### src/rtl/ibp_pkg.sv
`default_nettype none

package ibp_pkg;

    // Field widths
    localparam int unsigned COUNT_W = 13;   // entry_count register
    localparam int unsigned INDEX_W = 12;   // index_value
    localparam int unsigned BYTE_W  = 8;    // packed_byte
    localparam int unsigned SUM_W   = 16;   // checksum
    localparam int unsigned WIDTH_W = 4;    // bits per entry, 0..13

    // Bits left over between requests, and how many of them are filled
    localparam int unsigned PEND_W  = 7;
    localparam int unsigned FILL_W  = 3;

    // Working window: pending bits plus one shifted entry, in whole bytes
    localparam int unsigned ACC_W   = 24;
    localparam int unsigned TOTAL_W = 5;

    // Results held for one request
    localparam int unsigned SLOTS   = 3;
    localparam int unsigned SLOT_W  = 2;

    // Derived block configuration
    typedef struct packed {
        logic [COUNT_W-1:0] count;   // effective entries per block
        logic [WIDTH_W-1:0] width;   // bits per entry
        logic [INDEX_W-1:0] mask;    // low width bits set
    } cfg_t;

endpackage

`default_nettype wire

### src/rtl/ibp_cfg.sv
`default_nettype none

module ibp_cfg
    import ibp_pkg::*;
#(
    parameter int unsigned MAX_ENTRIES = 4096
) (
    input  wire logic               aclk,
    input  wire logic               aresetn,
    input  wire logic               cfg_wr_en,
    input  wire logic [COUNT_W-1:0] cfg_wr_data,
    output cfg_t                    cfg
);

    localparam logic [16:0] MAX_LIM = 17'(MAX_ENTRIES);

    cfg_t                cfg_reg;
    cfg_t                cfg_next;
    logic [COUNT_W-1:0]  count_eff;
    logic [COUNT_W-1:0]  count_m1;
    logic [WIDTH_W-1:0]  width_c;
    logic [COUNT_W:0]    mask_wide;

    // Clamp the count and derive the entry width and mask
    always_comb begin
        count_eff = cfg_wr_data;
        if (cfg_wr_data == '0) begin
            count_eff = COUNT_W'(1);
        end else if ({4'b0, cfg_wr_data} > MAX_LIM) begin
            count_eff = COUNT_W'(MAX_LIM);
        end
        count_m1 = count_eff - COUNT_W'(1);
        width_c  = '0;
        for (int i = 0; i < COUNT_W; i++) begin
            if (count_m1[i]) begin
                width_c = WIDTH_W'(i + 1);
            end
        end
        mask_wide = (14'(1) << width_c) - 14'(1);
        cfg_next.count = count_eff;
        cfg_next.width = width_c;
        cfg_next.mask  = mask_wide[INDEX_W-1:0];
    end

    // Hold the configuration until the next write
    always_ff @(posedge aclk) begin
        if (!aresetn) begin
            cfg_reg.count <= COUNT_W'(1);
            cfg_reg.width <= '0;
            cfg_reg.mask  <= '0;
        end else if (cfg_wr_en) begin
            cfg_reg <= cfg_next;
        end
    end

    assign cfg = cfg_reg;

endmodule

`default_nettype wire

### src/rtl/index_bit_packer.sv
`default_nettype none

// Index bit packer. Each request carries one index in s_tdata[11:0]; it is
// cut to ceil(log2(entry_count)) bits and appended LSB first above the bits
// left from earlier requests. Every full byte comes out as one result with
// the running 16-bit sum of the block's bytes; the entry_count-th request of
// a block flushes the partial byte zero padded and marks its last result
// with m_tlast. An index at or above entry_count is still packed and sets
// range_error on each of its results. A request yields zero to three
// results. Requests are taken one per clock into an input register while
// the result group can accept them; one pass of logic turns each into a
// result group (one or two results for a 12-bit entry, three when it also
// closes a block with a partial byte, about 1.5 on average at full width),
// and results leave one per clock while m_tready is high. A result reaches
// the output through the input register and then the group registers.
// Write entry_count only while the block is idle; 0 acts as 1 and values
// above MAX_ENTRIES are held at MAX_ENTRIES.

module index_bit_packer
    import ibp_pkg::*;
#(
    parameter int unsigned MAX_ENTRIES = 4096
) (
    input  wire logic               aclk,
    input  wire logic               aresetn,
    // configuration
    input  wire logic               cfg_wr_en,
    input  wire logic [COUNT_W-1:0] cfg_wr_data,   // entry_count
    // index stream
    input  wire logic               s_tvalid,
    output logic                    s_tready,
    input  wire logic [15:0]        s_tdata,       // [11:0] index_value
    // packed stream
    output logic                    m_tvalid,
    input  wire logic               m_tready,
    output logic [23:0]             m_tdata,       // [7:0] packed_byte, [23:8] checksum
    output logic [1:0]              m_tuser,       // [0] byte_valid, [1] range_error
    output logic                    m_tlast        // last
);

    cfg_t cfg;

    ibp_cfg #(
        .MAX_ENTRIES (MAX_ENTRIES)
    ) u_cfg (
        .aclk        (aclk),
        .aresetn     (aresetn),
        .cfg_wr_en   (cfg_wr_en),
        .cfg_wr_data (cfg_wr_data),
        .cfg         (cfg)
    );

    // Input register
    logic               in_valid_reg;
    logic [INDEX_W-1:0] in_value_reg;

    // Block state
    logic [PEND_W-1:0]  pend_bits_reg, pend_bits_next;
    logic [FILL_W-1:0]  pend_fill_reg, pend_fill_next;
    logic [COUNT_W-1:0] taken_reg, taken_next;
    logic [SUM_W-1:0]   sum_reg, sum_next;

    // Result group
    logic [SLOT_W-1:0]  grp_count_reg, grp_count_next;
    logic [SLOT_W-1:0]  grp_ptr_reg;
    logic [BYTE_W-1:0]  grp_byte_reg [SLOTS];
    logic [SUM_W-1:0]   grp_sum_reg  [SLOTS];
    logic               grp_bvalid_reg, grp_bvalid_next;
    logic               grp_err_reg, grp_err_next;
    logic               grp_ends_reg, grp_ends_next;

    // Pass logic
    logic [INDEX_W-1:0] val_m;
    logic [ACC_W-1:0]   acc;
    logic [TOTAL_W-1:0] total;
    logic [SLOT_W-1:0]  full;
    logic [COUNT_W-1:0] taken_inc;
    logic               ends;
    logic [SUM_W-1:0]   sum0, sum1, sum2;

    logic out_fire;
    logic slot_last;
    logic grp_free;
    logic consume;

    // Handshake
    assign out_fire  = m_tvalid && m_tready;
    assign slot_last = (grp_ptr_reg == grp_count_reg - SLOT_W'(1));
    assign grp_free  = (grp_count_reg == '0) || (m_tready && slot_last);
    assign consume   = in_valid_reg && grp_free;
    assign s_tready  = !in_valid_reg || grp_free;

    // Append the entry, split off full bytes, update the block state
    always_comb begin
        val_m     = in_value_reg & cfg.mask;
        acc       = (ACC_W'(val_m) << pend_fill_reg) | ACC_W'(pend_bits_reg);
        total     = TOTAL_W'(pend_fill_reg) + TOTAL_W'(cfg.width);
        full      = total[4] ? SLOT_W'(2) : (total[3] ? SLOT_W'(1) : SLOT_W'(0));
        taken_inc = taken_reg + COUNT_W'(1);
        ends      = (taken_inc >= cfg.count);

        sum0 = sum_reg + SUM_W'(acc[7:0]);
        sum1 = sum0 + SUM_W'(acc[15:8]);
        sum2 = sum1 + SUM_W'(acc[23:16]);

        grp_err_next    = ({1'b0, in_value_reg} >= cfg.count);
        grp_ends_next   = ends;
        grp_bvalid_next = (total != '0);

        if (ends) begin
            if (total[2:0] != '0) begin
                grp_count_next = full + SLOT_W'(1);
            end else if (full == '0) begin
                grp_count_next = SLOT_W'(1);
            end else begin
                grp_count_next = full;
            end
            pend_bits_next = '0;
            pend_fill_next = '0;
            taken_next     = '0;
            sum_next       = '0;
        end else begin
            grp_count_next = full;
            case (full)
                SLOT_W'(2): pend_bits_next = acc[22:16];
                SLOT_W'(1): pend_bits_next = acc[14:8];
                default:    pend_bits_next = acc[6:0];
            endcase
            case (full)
                SLOT_W'(2): sum_next = sum1;
                SLOT_W'(1): sum_next = sum0;
                default:    sum_next = sum_reg;
            endcase
            pend_fill_next = total[2:0];
            taken_next     = taken_inc;
        end
    end

    // Advance the input register
    always_ff @(posedge aclk) begin
        if (!aresetn) begin
            in_valid_reg <= 1'b0;
        end else if (s_tready) begin
            in_valid_reg <= s_tvalid;
        end
    end

    always_ff @(posedge aclk) begin
        if (s_tready && s_tvalid) begin
            in_value_reg <= s_tdata[INDEX_W-1:0];
        end
    end

    // Update block state on each request taken into the group
    always_ff @(posedge aclk) begin
        if (!aresetn) begin
            pend_bits_reg <= '0;
            pend_fill_reg <= '0;
            taken_reg     <= '0;
            sum_reg       <= '0;
        end else if (consume) begin
            pend_bits_reg <= pend_bits_next;
            pend_fill_reg <= pend_fill_next;
            taken_reg     <= taken_next;
            sum_reg       <= sum_next;
        end
    end

    // Load a new group, or step through the current one
    always_ff @(posedge aclk) begin
        if (!aresetn) begin
            grp_count_reg <= '0;
            grp_ptr_reg   <= '0;
        end else if (consume) begin
            grp_count_reg <= grp_count_next;
            grp_ptr_reg   <= '0;
        end else if (out_fire && slot_last) begin
            grp_count_reg <= '0;
            grp_ptr_reg   <= '0;
        end else if (out_fire) begin
            grp_ptr_reg   <= grp_ptr_reg + SLOT_W'(1);
        end
    end

    always_ff @(posedge aclk) begin
        if (consume) begin
            grp_byte_reg[0] <= acc[7:0];
            grp_byte_reg[1] <= acc[15:8];
            grp_byte_reg[2] <= acc[23:16];
            grp_sum_reg[0]  <= sum0;
            grp_sum_reg[1]  <= sum1;
            grp_sum_reg[2]  <= sum2;
            grp_bvalid_reg  <= grp_bvalid_next;
            grp_err_reg     <= grp_err_next;
            grp_ends_reg    <= grp_ends_next;
        end
    end

    // Drive the current slot
    assign m_tvalid = (grp_count_reg != '0);
    assign m_tdata  = {grp_sum_reg[grp_ptr_reg], grp_byte_reg[grp_ptr_reg]};
    assign m_tuser  = {grp_err_reg, grp_bvalid_reg};
    assign m_tlast  = grp_ends_reg && slot_last;

endmodule

`default_nettype wire

### config.mk
export PLATFORM = sky130hd
export DESIGN_NAME = index_bit_packer
export DESIGN_NICKNAME = d
export VERILOG_FILES = /design/src/rtl/ibp_pkg.sv /design/src/rtl/ibp_cfg.sv /design/src/rtl/index_bit_packer.sv
export SDC_FILE = /design/constraint.sdc
export NUM_CORES = 1
export LEC_CHECK = 0
export ABC_AREA = 1
export ABC_CLOCK_PERIOD_IN_PS = 4700
export BUFFER_PORTS_ARGS = -buffer_cell sky130_fd_sc_hd__clkbuf_2
export CORE_ASPECT_RATIO = 0.8
export CORE_MARGIN = 1
export CORE_UTILIZATION = 54
export DETAILED_ROUTE_END_ITERATION = 7
export GPL_TIMING_DRIVEN = 0
export HOLD_SLACK_MARGIN = 0.02
export PLACE_DENSITY = 0.77
export SETUP_SLACK_MARGIN = 0.2
export SLEW_MARGIN = 10
export SYNTH_ARGS = -nofsm -noshare
export SYNTH_HDL_FRONTEND = slang
export SYNTH_HIERARCHICAL = 1
export SYNTH_SLANG_ARGS = --single-unit
export TNS_END_PERCENT = 30
### constraint.sdc
create_clock -name aclk -period 4.7 [get_ports aclk]
set_input_delay 1.175 -clock aclk [delete_from_list [all_inputs] [get_ports aclk]]
set_output_delay 1.175 -clock aclk [all_outputs]
set_load 0.02 [all_outputs]
==> flow_summary.json <==
{
  "synth_fp_nets": 1392,
  "layout_commonest_cell": "nand2_1",
  "p_per_area_nw_per_um2": 332,
  "drt-total-wl_um": 28400,
  "nets": 1500,
  "n_antenna_cell": 0,
  "setup_viol": 0,
  "slew_violations": 0,
  "hold_path_end": "pend_bits_reg[3]",
  "die_x_um": 154,
  "die_y_um": 123,
  "hold_start": "pend_bits_reg[3]",
  "largest_reg_flops": 48,
  "r2r_slack_ns": 0.34,
  "via_per_inst": 5.69,
  "initial_core_util_pct": 56.2,
  "synth_cells": 1302,
  "drc_errors": 0,
  "met2_length_um": 12000,
  "hold_path_class": "flip-flop to flip-flop",
  "hpwl_um": 20400,
  "rr_endpoint": "grp_sum_reg[2][15]",
  "regArea_um2": 3970,
  "vias": 9384,
  "final.setup_skew_ns": 0.00860,
  "synth_async_sr_flop_share_pct": 0,
  "fmax_mhz": 230,
  "dp_slack_ns": -0.786,
  "maxSlewHeadroom_pct": 35.9,
  "worst_slew_pin_slew_ns": 0.951,
  "yosysWarningCount": 6,
  "dr.pass1.iters": 8,
  "clockBufferDepth": 2,
  "yosysTopAreaCell": "edfxtp_1",
  "path_depth": 23,
  "cp-end-kind": "flip-flop",
  "fin_crit_sh_pct": 92.7,
  "grt_max_degree": 58,
  "wl_met1_um": 13000,
  "cpLargestDelayFamily": "simple AND/OR/NAND/NOR gates",
  "cp.buffers_inverters": 4,
  "cts_root_buffer": "clkbuf_16",
  "ir_worst_vdd_mv": 0.228,
  "placed_cell_area_um2": 10500,
  "cts_htree_levels": 4,
  "ys_top_cells_by_area": "edfxtp_1 (25%), dfxtp_1 (15%), nand2_1 (12%), ha_1 (6.5%), inv_1 (5.9%)",
  "synth.distinct_cells": 53,
  "hold_violations": 0,
  "insertion_delay_ns": 0.43,
  "ioPinCount": 63,
  "rsz0062_at_grt": "yes",
  "grt-ovfl-total": 0,
  "post-route-min-period_ns": 4.36,
  "num_rows": 43,
  "fin_tns_setup_ns": 0,
  "crit_fanout": 10,
  "dieArea_um2": 19000,
  "syn_avg_cell_area_um2": 7.64,
  "worst_r2r_path_depth": 23,
  "drtIter0Drc": 1284,
  "globalplace.congestion": 0.914,
  "grt_usage_pct": 29.9,
  "max_stage_delay_ns": 0.57,
  "syn2layout_area_growth_pct": 18.6,
  "core_area_um2": 17700,
  "final_area_um2": 11800,
  "slowest_stage": "fa_2",
  "multi_input_area_um2": 5570,
  "ant_nets": 0,
  "leakage_nw": 5.44,
  "antenna_found_initial": 0,
  "fillers": 1414,
  "dr_wl_met3_um": 2980,
  "grt_first_pass_wirelength_um": 43100,
  "routedWlPerCell_um": 17.2,
  "cts_hold_buf": 0,
  "path_clk_slew_ns": 0.07,
  "cts_made_buffers": 17,
  "io_buffer_count": 57,
  "synth_top_area_share_pct": 24.8,
  "routed.top_layer": "met4",
  "cp.arrival_ns": 4.55,
  "startpoint": "pend_fill_reg[0]",
  "whs_path_depth": 2,
  "critical_path_class": "flip-flop to flip-flop",
  "final_cell_mix": "nand2_1 (296), inv_1 (150), nor2_1 (119)",
  "synth_top_flop_cell": "edfxtp_1",
  "synth-edff-count": 82,
  "synth-seq-cells": 157,
  "synth.cell_area_um2": 9940,
  "crit_required_ns": 4.90,
  "seq_area_frac_synth_pct": 39.9,
  "crit_chain": "clkbuf_2 -> nor2_2 -> a31o_4 -> ha_4 -> inv_1 -> fa_2 -> inv_2 -> fa_2 -> xor2_4 -> ha_4 -> nand3_1 -> nand3_2 -> nand3_1 -> nor2_2 -> nand3_2 -> nor2_4 -> nand2_2 -> nor2_4 -> nand2_4 -> nor2_4 -> nand3_1 -> nand2_2 -> inv_1",
  "r2r-start": "pend_fill_reg[0]",
  "cts_tree": "built",
  "worst_slack_ns": 0.344,
  "cts.sink_count": 157,
  "cp-start-kind": "flip-flop",
  "drv_cap": 0,
  "status": "finished clean",
  "drive_above_1_share_pct": 19.7,
  "grt_pass1_vias": 8363
}
## through the flow
stage               std cells  util [%]  total power, W  hold WS, ns
global placement         1584      59.4         0.00237        0.449
detailed placement       1585      59.6         0.00239        0.456
floorplan                1302         -         0.00216        0.441
global route             1648      66.6         0.00405        0.479
finish                   1648      66.6         0.00392        0.465
CTS                      1632      64.6         0.00380        0.466
## kinds of logic after synthesis
logic type,count (synthesis),share of synthesized area [%]
AND/OR/NAND/NOR,602,27.5
AO/OA/AOI/OAI,239,13.8
buffers and inverters,211,8.17
flip-flops,157,39.9
adder cells (fa/ha/maj),56,7.35
XOR/XNOR,35,3.08
multiplexers,2,0.201
## where the power goes
part	total, W	switching, W	internal [W]
Combinational	0.000927	0.000594	0.000333
Clock	0.00137	0.000594	0.000778
Sequential	0.00162	0.0000536	0.00156
## final cells by class
class,count,area share [%]
multi-input cells,934,47.2
inverters,173,5.60
plain buffers,38,1.63
flip-flops and latches,157,33.6
clock buffers,21,3.99
repair buffers,89,4.63
well taps,225,2.39
clock inverters,11,0.923
## synth_stat cells, types with 4 or more instances
| library cell | n |
|---|---|
| fa_1 | 4 |
| nand2_2 | 18 |
| o21ai_0 | 58 |
| xor2_1 | 27 |
| edfxtp_1 | 82 |
| ha_1 | 52 |
| inv_1 | 157 |
| nand3_2 | 5 |
| or2_2 | 9 |
| nand4_1 | 19 |
| xnor2_1 | 8 |
| o21ai_1 | 8 |
| nor3_1 | 6 |
| a21oi_1 | 108 |
| dfxtp_1 | 75 |
| nand2_4 | 9 |
| o211ai_1 | 30 |
| nor2_4 | 8 |
| nor2_1 | 123 |
| clkbuf_1 | 28 |
| buf_2 | 6 |
| nor2_2 | 10 |
| a22oi_1 | 15 |
| nand2_1 | 308 |
| nand3_1 | 74 |
| inv_2 | 12 |
## worst max path at each step
stage | to | slack, ns
6_report | grp_sum_reg[2][15] | 0.34
5_1_grt | grp_sum_reg[2][14] | 0.13
4_1_cts | grp_sum_reg[2][15] | 0.20
3_5_place_dp | grp_sum_reg[2][13] | -0.79
3_3_place_gp | grp_sum_reg[2][13] | -0.74
2_1_floorplan | grp_sum_reg[2][15] | 0.44
## routing by layer
layer  GRT usage [%]  vias to the layer above
met3            6.34                       52
met4            8.88                        0
met5               0                        -
met1            44.5                     4326
met2            43.2                      470
li1                -                     4536
## what timing repair did
action,CTS,global route
setup endpoints to repair,24,10
pin swaps,16,29
gates resized for setup,51,57
buffers inserted,15,16
## worst register-to-register path, cell delays in order, from the launching register on
cell and delay, ns:
dfxtp_2 0.36, clkbuf_2 0.20, nor2_2 0.19, a31o_4 0.20, ha_4 0.16, inv_1 0.06, fa_2 0.57, inv_2 0.07
fa_2 0.41, xor2_4 0.22, ha_4 0.30, nand3_1 0.10, nand3_2 0.11, nand3_1 0.10, nor2_2 0.15, nand3_2 0.14
nor2_4 0.13, nand2_2 0.10, nor2_4 0.12, nand2_4 0.08, nor2_4 0.09, nand3_1 0.11, nand2_2 0.11, inv_1 0.04
Power figures use the tool's default switching activity.
